<file path="config.mk">
export PLATFORM = sky130hd
export DESIGN_NAME = positional_list_insert_delete_top
export DESIGN_NICKNAME = d
export VERILOG_FILES = /design/src/hw/rtl/pli_pkg.sv /design/src/hw/rtl/pli_ctrl.sv /design/src/hw/rtl/pli_dp.sv /design/src/hw/rtl/positional_list_insert_delete_top.sv
export SDC_FILE = /design/constraint.sdc
export NUM_CORES = 2
export LEC_CHECK = 0
export BUFFER_PORTS_ARGS = -buffer_cell sky130_fd_sc_hd__buf_2
export CELL_PAD_IN_SITES_DETAIL_PLACEMENT = 1
export CELL_PAD_IN_SITES_GLOBAL_PLACEMENT = 1
export CORE_AREA = 2 2 498 500
export DETAILED_ROUTE_END_ITERATION = 8
export DIE_AREA = 0 0 500 502
export HOLD_SLACK_MARGIN = 0.08
export PLACE_DENSITY_LB_ADDON = 0.3
export RECOVER_POWER = 25
export SLEW_MARGIN = 20
export SYNTH_ARGS = -nofsm -noshare
export SYNTH_HDL_FRONTEND = slang
export SYNTH_SLANG_ARGS = --single-unit
</file>
<file path="constraint.sdc">
create_clock -name clk_i -period 9.9 [get_ports clk_i]
set_input_delay 0.99 -clock clk_i [delete_from_list [all_inputs] [get_ports clk_i]]
set_output_delay 0.99 -clock clk_i [all_outputs]
set_load 0.03 [all_outputs]
</file>
<file path="src/hw/rtl/pli_pkg.sv">
// Package with the constants, codes and handshake structs of the positional list.
`default_nettype none
package pli_pkg;

  // List depth and derived widths.
  localparam int DEPTH   = 32;
  localparam int CNT_W   = $clog2(DEPTH + 1);
  localparam int IDX_W   = $clog2(DEPTH);
  localparam int POS_W   = 7;
  localparam int VALUE_W = 32;

  // Operation codes of an input beat.
  typedef enum logic [1:0] {
    OP_INSERT = 2'd0,
    OP_DELETE = 2'd1,
    OP_DUMP   = 2'd2,
    OP_NONE   = 2'd3
  } op_e;

  // Status codes of a result beat.
  typedef enum logic [1:0] {
    ST_OK    = 2'd0,
    ST_FULL  = 2'd1,
    ST_RANGE = 2'd2,
    ST_EMPTY = 2'd3
  } status_e;

  // Controller states.
  typedef enum logic [1:0] {
    S_IDLE,
    S_ONE,
    S_DUMP
  } state_e;

  // Commands from the controller to the datapath.
  typedef struct packed {
    logic load;      // apply the accepted operation
    logic idx_inc;   // advance the dump index
    logic sel_dump;  // result beat carries a list entry
  } cmd_t;

  // Status from the datapath to the controller.
  typedef struct packed {
    logic dump_go;   // accepted beat is a dump of a non-empty list
    logic idx_last;  // dump index points at the final entry
  } sts_t;

endpackage
`default_nettype wire

</file>
<file path="src/hw/rtl/pli_ctrl.sv">
// Controller state machine of the positional list.
`default_nettype none
module pli_ctrl (
  input  wire logic         clk_i,
  input  wire logic         rst_ni,
  input  wire logic         in_valid_i,
  output logic              in_stall_o,
  output logic              out_valid_o,
  input  wire logic         out_stall_i,
  input  wire pli_pkg::sts_t sts_i,
  output pli_pkg::cmd_t     cmd_o
);
  import pli_pkg::*;

  state_e state_q, state_d;

  // State register.
  always_ff @(posedge clk_i or negedge rst_ni) begin
    if (!rst_ni) begin
      state_q <= S_IDLE;
    end else begin
      state_q <= state_d;
    end
  end

  // Next state.
  always_comb begin
    state_d = state_q;
    case (state_q)
      S_IDLE: begin
        if (in_valid_i) begin
          state_d = sts_i.dump_go ? S_DUMP : S_ONE;
        end
      end
      S_ONE: begin
        if (!out_stall_i) begin
          state_d = S_IDLE;
        end
      end
      S_DUMP: begin
        if (!out_stall_i && sts_i.idx_last) begin
          state_d = S_IDLE;
        end
      end
      default: state_d = S_IDLE;
    endcase
  end

  // Outputs and commands.
  always_comb begin
    in_stall_o       = 1'b1;
    out_valid_o      = 1'b0;
    cmd_o.load       = 1'b0;
    cmd_o.idx_inc    = 1'b0;
    cmd_o.sel_dump   = 1'b0;
    case (state_q)
      S_IDLE: begin
        in_stall_o = 1'b0;
        cmd_o.load = in_valid_i;
      end
      S_ONE: begin
        out_valid_o = 1'b1;
      end
      S_DUMP: begin
        out_valid_o    = 1'b1;
        cmd_o.sel_dump = 1'b1;
        cmd_o.idx_inc  = !out_stall_i;
      end
      default: begin
        in_stall_o = 1'b1;
      end
    endcase
  end

endmodule
`default_nettype wire

</file>
<file path="src/hw/rtl/pli_dp.sv">
// Datapath of the positional list: shifting entry cells, count and result fields.
`default_nettype none
module pli_dp (
  input  wire logic                            clk_i,
  input  wire logic                            rst_ni,
  input  wire logic [1:0]                      op_i,
  input  wire logic [pli_pkg::POS_W-1:0]       position_i,
  input  wire logic signed [pli_pkg::VALUE_W-1:0] value_i,
  input  wire pli_pkg::cmd_t                   cmd_i,
  output pli_pkg::sts_t                        sts_o,
  output logic [1:0]                           status_o,
  output logic signed [pli_pkg::VALUE_W-1:0]   entry_value_o,
  output logic [pli_pkg::POS_W-1:0]            entry_position_o,
  output logic [pli_pkg::POS_W-1:0]            count_now_o,
  output logic                                 last_o
);
  import pli_pkg::*;

  logic signed [VALUE_W-1:0] cell_q [DEPTH];
  logic signed [VALUE_W-1:0] cell_d [DEPTH];
  logic signed [VALUE_W-1:0] prev_w [DEPTH];
  logic signed [VALUE_W-1:0] next_w [DEPTH];
  logic [CNT_W-1:0] count_q, count_d;
  logic [IDX_W-1:0] idx_q, idx_d;
  status_e          status_q, status_d;
  op_e              op_w;
  logic [POS_W-1:0] cnt_ext;
  logic [IDX_W-1:0] pos_idx;
  logic             full_w, ins_range, del_range, do_ins, do_del;

  // Decode the operation against the current count.
  always_comb begin
    op_w      = op_e'(op_i);
    cnt_ext   = POS_W'(count_q);
    pos_idx   = IDX_W'(position_i - POS_W'(1));
    full_w    = (count_q == CNT_W'(DEPTH));
    ins_range = (position_i == '0) || (position_i > POS_W'(cnt_ext + POS_W'(1)));
    del_range = (position_i == '0) || (position_i > cnt_ext);
    do_ins    = cmd_i.load && (op_w == OP_INSERT) && !full_w && !ins_range;
    do_del    = cmd_i.load && (op_w == OP_DELETE) && !del_range;
    sts_o.dump_go  = (op_w == OP_DUMP) && (count_q != '0);
    sts_o.idx_last = ((CNT_W'(idx_q) + CNT_W'(1)) == count_q);
  end

  // Neighbor taps for the parallel shift; the ends take the new value or hold.
  always_comb begin
    prev_w[0]       = value_i;
    next_w[DEPTH-1] = cell_q[DEPTH-1];
    for (int j = 1; j < DEPTH; j++) begin
      prev_w[j] = cell_q[j-1];
    end
    for (int j = 0; j < DEPTH - 1; j++) begin
      next_w[j] = cell_q[j+1];
    end
  end

  // Each cell at or above the position shifts up on insert and down on delete.
  always_comb begin
    for (int j = 0; j < DEPTH; j++) begin
      cell_d[j] = cell_q[j];
      if (do_ins && (IDX_W'(j) >= pos_idx)) begin
        cell_d[j] = (IDX_W'(j) == pos_idx) ? value_i : prev_w[j];
      end else if (do_del && (IDX_W'(j) >= pos_idx)) begin
        cell_d[j] = next_w[j];
      end
    end
  end

  // Count, status and dump index.
  always_comb begin
    count_d  = count_q;
    status_d = status_q;
    idx_d    = idx_q;
    if (cmd_i.load) begin
      idx_d = '0;
      case (op_w)
        OP_INSERT: begin
          if (full_w) begin
            status_d = ST_FULL;
          end else if (ins_range) begin
            status_d = ST_RANGE;
          end else begin
            status_d = ST_OK;
            count_d  = count_q + CNT_W'(1);
          end
        end
        OP_DELETE: begin
          if (del_range) begin
            status_d = ST_RANGE;
          end else begin
            status_d = ST_OK;
            count_d  = count_q - CNT_W'(1);
          end
        end
        OP_DUMP: begin
          status_d = (count_q == '0) ? ST_EMPTY : ST_OK;
        end
        default: begin
          status_d = ST_OK;
        end
      endcase
    end else if (cmd_i.idx_inc) begin
      idx_d = idx_q + IDX_W'(1);
    end
  end

  // Entry cells hold payload only and need no reset.
  always_ff @(posedge clk_i) begin
    for (int j = 0; j < DEPTH; j++) begin
      cell_q[j] <= cell_d[j];
    end
  end

  always_ff @(posedge clk_i or negedge rst_ni) begin
    if (!rst_ni) begin
      count_q  <= '0;
      status_q <= ST_OK;
      idx_q    <= '0;
    end else begin
      count_q  <= count_d;
      status_q <= status_d;
      idx_q    <= idx_d;
    end
  end

  // Result beat fields.
  always_comb begin
    count_now_o = cnt_ext;
    if (cmd_i.sel_dump) begin
      status_o         = ST_OK;
      entry_value_o    = cell_q[idx_q];
      entry_position_o = POS_W'(idx_q) + POS_W'(1);
      last_o           = sts_o.idx_last;
    end else begin
      status_o         = status_q;
      entry_value_o    = '0;
      entry_position_o = '0;
      last_o           = 1'b1;
    end
  end

endmodule
`default_nettype wire

</file>
<file path="src/hw/rtl/positional_list_insert_delete_top.sv">
// Top level of the positional list: controller and datapath.
// Insert, delete and other single-result beats: accepted while idle, result
// beat valid the next cycle, next input beat taken the cycle after it leaves.
// A dump of a non-empty list with N entries gives N result beats, one per cycle without stall,
// set by the dump index that walks the entry cells.
// Reset (asynchronous, active low) empties the list; the cells keep no reset.
`default_nettype none
module positional_list_insert_delete_top (
  input  wire logic                                clk_i,
  input  wire logic                                rst_ni,
  input  wire logic                                in_valid_i,
  output logic                                     in_stall_o,
  input  wire logic [1:0]                          op_i,
  input  wire logic [pli_pkg::POS_W-1:0]           position_i,
  input  wire logic signed [pli_pkg::VALUE_W-1:0]  value_i,
  output logic                                     out_valid_o,
  input  wire logic                                out_stall_i,
  output logic [1:0]                               status_o,
  output logic signed [pli_pkg::VALUE_W-1:0]       entry_value_o,
  output logic [pli_pkg::POS_W-1:0]                entry_position_o,
  output logic [pli_pkg::POS_W-1:0]                count_now_o,
  output logic                                     last_o
);
  import pli_pkg::*;

  cmd_t cmd_w;
  sts_t sts_w;

  // Sequencing of beats.
  pli_ctrl u_ctrl (
    .clk_i       (clk_i),
    .rst_ni      (rst_ni),
    .in_valid_i  (in_valid_i),
    .in_stall_o  (in_stall_o),
    .out_valid_o (out_valid_o),
    .out_stall_i (out_stall_i),
    .sts_i       (sts_w),
    .cmd_o       (cmd_w)
  );

  // List storage and result fields.
  pli_dp u_dp (
    .clk_i            (clk_i),
    .rst_ni           (rst_ni),
    .op_i             (op_i),
    .position_i       (position_i),
    .value_i          (value_i),
    .cmd_i            (cmd_w),
    .sts_o            (sts_w),
    .status_o         (status_o),
    .entry_value_o    (entry_value_o),
    .entry_position_o (entry_position_o),
    .count_now_o      (count_now_o),
    .last_o           (last_o)
  );

endmodule
`default_nettype wire
</file>
==> summary.md <==
| Metric | Value |
|---|---|
| HPWL after detailed placement | `143,000 um` |
| Gate power share | `0.177` |
| Clock skew | `0.0262 ns` |
| Mean Syn Cell Area | `13.3 um^2` |
| Root Driver | `clkbuf_16` |
| Sequential Area | `31,100 um^2` |
| Final-report hold violation count | `0` |
| Most frequent cells in the layout | `edfxtp_1 (1,024), mux2_2 (766), mux2i_1 (580), a21oi_1 (562), mux4_2 (320)` |
| Status | `finished with violations` |
| DRC | `0` |
| Vias per cell | `between 5 and 6` |
| TritonCTS clock tree | `built` |
| Static Leak | `24.3 nW` |
| Resized Gates After CTS | `0` |
| WL per Instance | `26.3 um` |
| Post-layout min period | `7.52 ns` |
| Final Max Slew Viols | `between 700 and 800` |
| Worst-Margin Slew | `around 3.5 ns` |
| Crit path capture type | `flop` |
| Worst Reg2Reg Path Length in Cells | `13` |
| Post-CTS Setup Bufs | `0` |
| Sink Count | `1,039` |
| Register area share after synthesis | `0.490` |
| Share of cells above drive strength 1 | `0.324` |
| Cell area after synthesis | `roughly 64,000 um^2` |
| Setup CP Type | `in2reg` |
| Commonest non-fill, non-tap cell in the layout | `edfxtp_1` |
| Total GRT Usage | `0.164` |
| Hold-fix buffers, CTS | `0` |
| Clock Path Buffers | `3` |
| Cells after synthesis | `~4,800` |
| Peak supply drop | `178 uV` |
| Starting Density | `0.259` |
| Max cap viols | `17` |
| Die area | `between 200,000 and 300,000 um^2` |
| Layout Nets | `4,708` |
| Placer congestion estimate | `about 0.81` |
| Die H | `502 um` |
| H-Tree Depth | `4` |
| Reg clk slew, reported paths | `0.06 ns` |
| Number of flops mapped to enable cells by yosys | `1,024` |
| Post-synth cell types | `67` |
| Die width | `500 um` |
| Clock latency at the later pin of the worst-skew pair | `0.78 ns` |
| Vias | `41,500` |
| GRT overflow | `0` |
| #FFs+latches synth | `1,039` |
| Yosys warning count | `0` |
| Pre-antenna DRT Iters | `5` |
| Site Rows | `182` |
| Main synth FF type | `edfxtp_1` |
| Total CTS buffers | `between 100 and 150` |
| Final setup viols | `0` |
| RSZ-0062 raised after global routing | `false` |
| Global-route wire length before repair | `311,000 um` |
| CP startpoint kind | `primary input` |
| Clock power share | `0.390` |
| Post-Route WL | `between 200,000 and 250,000 um` |
| Worst hold path class | `in2async` |
| Area Overhead vs Synth | `12.8%` |
| Pwr/cell area | `around 170 nW/um^2` |
| Net Switching | `around 0.0035 W` |
| Cell internal power dissipation | `0.00868 W` |
| Initial antenna violation count | `26` |
| Final TNS setup | `0 ns` |
| Largest net degree at the start of global routing | `109` |
| Maximum fanout along the worst path | `64` |
| # IOs | `96` |
| Critical Path AT | `7.91 ns` |
| Share of total power in sequential cells | `0.433` |
| Failing checks | `max-capacitance violations, max-slew violations` |
| Core area | `245,000 um^2` |
| Power consumption | `between 0.01 and 0.015 W` |
| Worst path required time | `10.29 ns` |
| Max Clk Rate | `133 MHz` |
| Multi-input gate area | `30,900 um^2` |
| PortBufs | `93` |
| Switching Fraction | `0.286` |
| Number of global-route vias before repair | `42,700` |
| Post-synth ARST share | `0.0144` |
| Fill count | `26,100` |
| Post-DRT Antenna Nets | `0` |
| Starting DRC count in detailed routing | `3,524` |
| Slew HR | `-1.36` |
| Tcrit/Tclk final | `0.760` |
[state kept, by name (all words and copies together), names as in the netlist]
signal,cells
u_dp.idx_q,5
u_dp.cell_q,1024
u_dp.count_q,6
u_dp.status_q,2
u_ctrl.state_q,2
[power groups by stage]
| stage | clock network, W | logic [W] | registers [W] |
|---|---|---|---|
| 3_5_place_dp | 0 | 0.00215 | 0.00535 |
| 5_1_grt | 0.00503 | 0.00229 | 0.00529 |
| 3_3_place_gp | 0 | 0.00212 | 0.00534 |
| 4_1_cts | 0.00488 | 0.00216 | 0.00526 |
| 6_report | 0.00474 | 0.00215 | 0.00527 |
| 2_1_floorplan | 0 | 0.00144 | 0.00528 |
[cell type report]
cell class	instances	share of cell area
clock inverters	75	0.00807
diodes	17	0.000594
clock buffers	163	0.0498
well taps	3220	0.0562
repair buffers	203	0.0190
flip-flops and latches	1039	0.435
inverters	18	0.000943
multi-input cells	3239	0.431
[cells in the mapped netlist (3+ instances only)]
| cell type | n | area, um^2 |
|---|---|---|
| edfxtp_1 | 1024 | 30700 |
| mux2_2 | 766 | 8630 |
| mux2i_1 | 580 | 5810 |
| a21oi_1 | 567 | 2840 |
| mux4_2 | 320 | 7210 |
| clkbuf_1 | 317 | 1190 |
| nor2_1 | 304 | 1140 |
| o21ai_0 | 172 | 861 |
| nand2_1 | 129 | 484 |
| buf_2 | 122 | 611 |
| a31oi_1 | 99 | 619 |
| mux2_1 | 68 | 766 |
| buf_1 | 48 | 180 |
| a22o_1 | 32 | 280 |
| ha_1 | 27 | 338 |
| xnor2_1 | 22 | 193 |
| nand3_1 | 21 | 105 |
| inv_1 | 16 | 60.1 |
| dfrtp_1 | 15 | 375 |
| nor2b_1 | 15 | 93.8 |
| nor3_1 | 13 | 65.1 |
| and2_1 | 10 | 62.6 |
| xor2_1 | 8 | 70.1 |
| nand2b_1 | 7 | 43.8 |
| nor4_2 | 7 | 87.6 |
| buf_6 | 6 | 67.6 |
| or3_1 | 6 | 37.5 |
| nand4_1 | 5 | 31.3 |
| nor3b_1 | 5 | 37.5 |
| a211oi_1 | 3 | 22.5 |
| and3_1 | 3 | 18.8 |
| nand3_2 | 3 | 30.0 |
| o211ai_1 | 3 | 22.5 |
| o22ai_1 | 3 | 18.8 |
[path summary, 6_finish.rpt]
kind / startpoint / to / slack, ns
setup / recovery: position_i[0] / u_dp.cell_q[21][16] / 2.38
hold / removal: rst_ni / u_dp.status_q[0] / 0.37
setup reg to reg: u_dp.count_q[2] / u_dp.cell_q[4][19] / 2.71
hold reg to reg: u_dp.status_q[0] / u_dp.status_q[0] / 0.50
max in group asynchronous: rst_ni / u_dp.idx_q[2] / 8.79
min in group clk_i: op_i[0] / u_dp.status_q[0] / 0.47
[critical path, stage by stage]
cell and delay (ns):
clkbuf_1 0.46, inv_1 0.23, ha_1 0.47, xor2_2 0.23
buf_4 0.24, nand2b_1 1.35, a21oi_1 0.55, nor4_1 0.72
clkbuf_1 2.31, a21oi_1 0.21
[kinds of logic after synthesis]
logic type      synth area share
fa+ha+maj                0.00563
flops                      0.490
simple gates              0.0370
buf+inv                   0.0335
mux                        0.353
xor+xnor                 0.00413
compound gates            0.0773
other cells            0.0000590
[stage by stage]
stage / std cells / utilization / instance area, um^2 / hold slack [ns] / worst slack (ns)
2_1_floorplan: 4791 / - / 63600 / 0.435 / 2.88
3_3_place_gp: 7710 / 0.275 / 67400 / 0.452 / 3.94
3_5_place_dp: 7717 / 0.276 / 67600 / 0.481 / 3.83
4_1_cts: 7955 / 0.292 / 71700 / 0.0984 / 3.97
5_1_grt: 7964 / 0.292 / 71600 / 0.398 / 2.03
6_report: 7974 / 0.292 / 71700 / 0.365 / 2.38
[layer usage]
metal  global-route usage  routed length (um)
met5                    0                  41
met4               0.0458                5510
met3               0.0246               10700
met2                0.250               93000
met1                0.239              101000
Power figures use the tool's default switching activity.
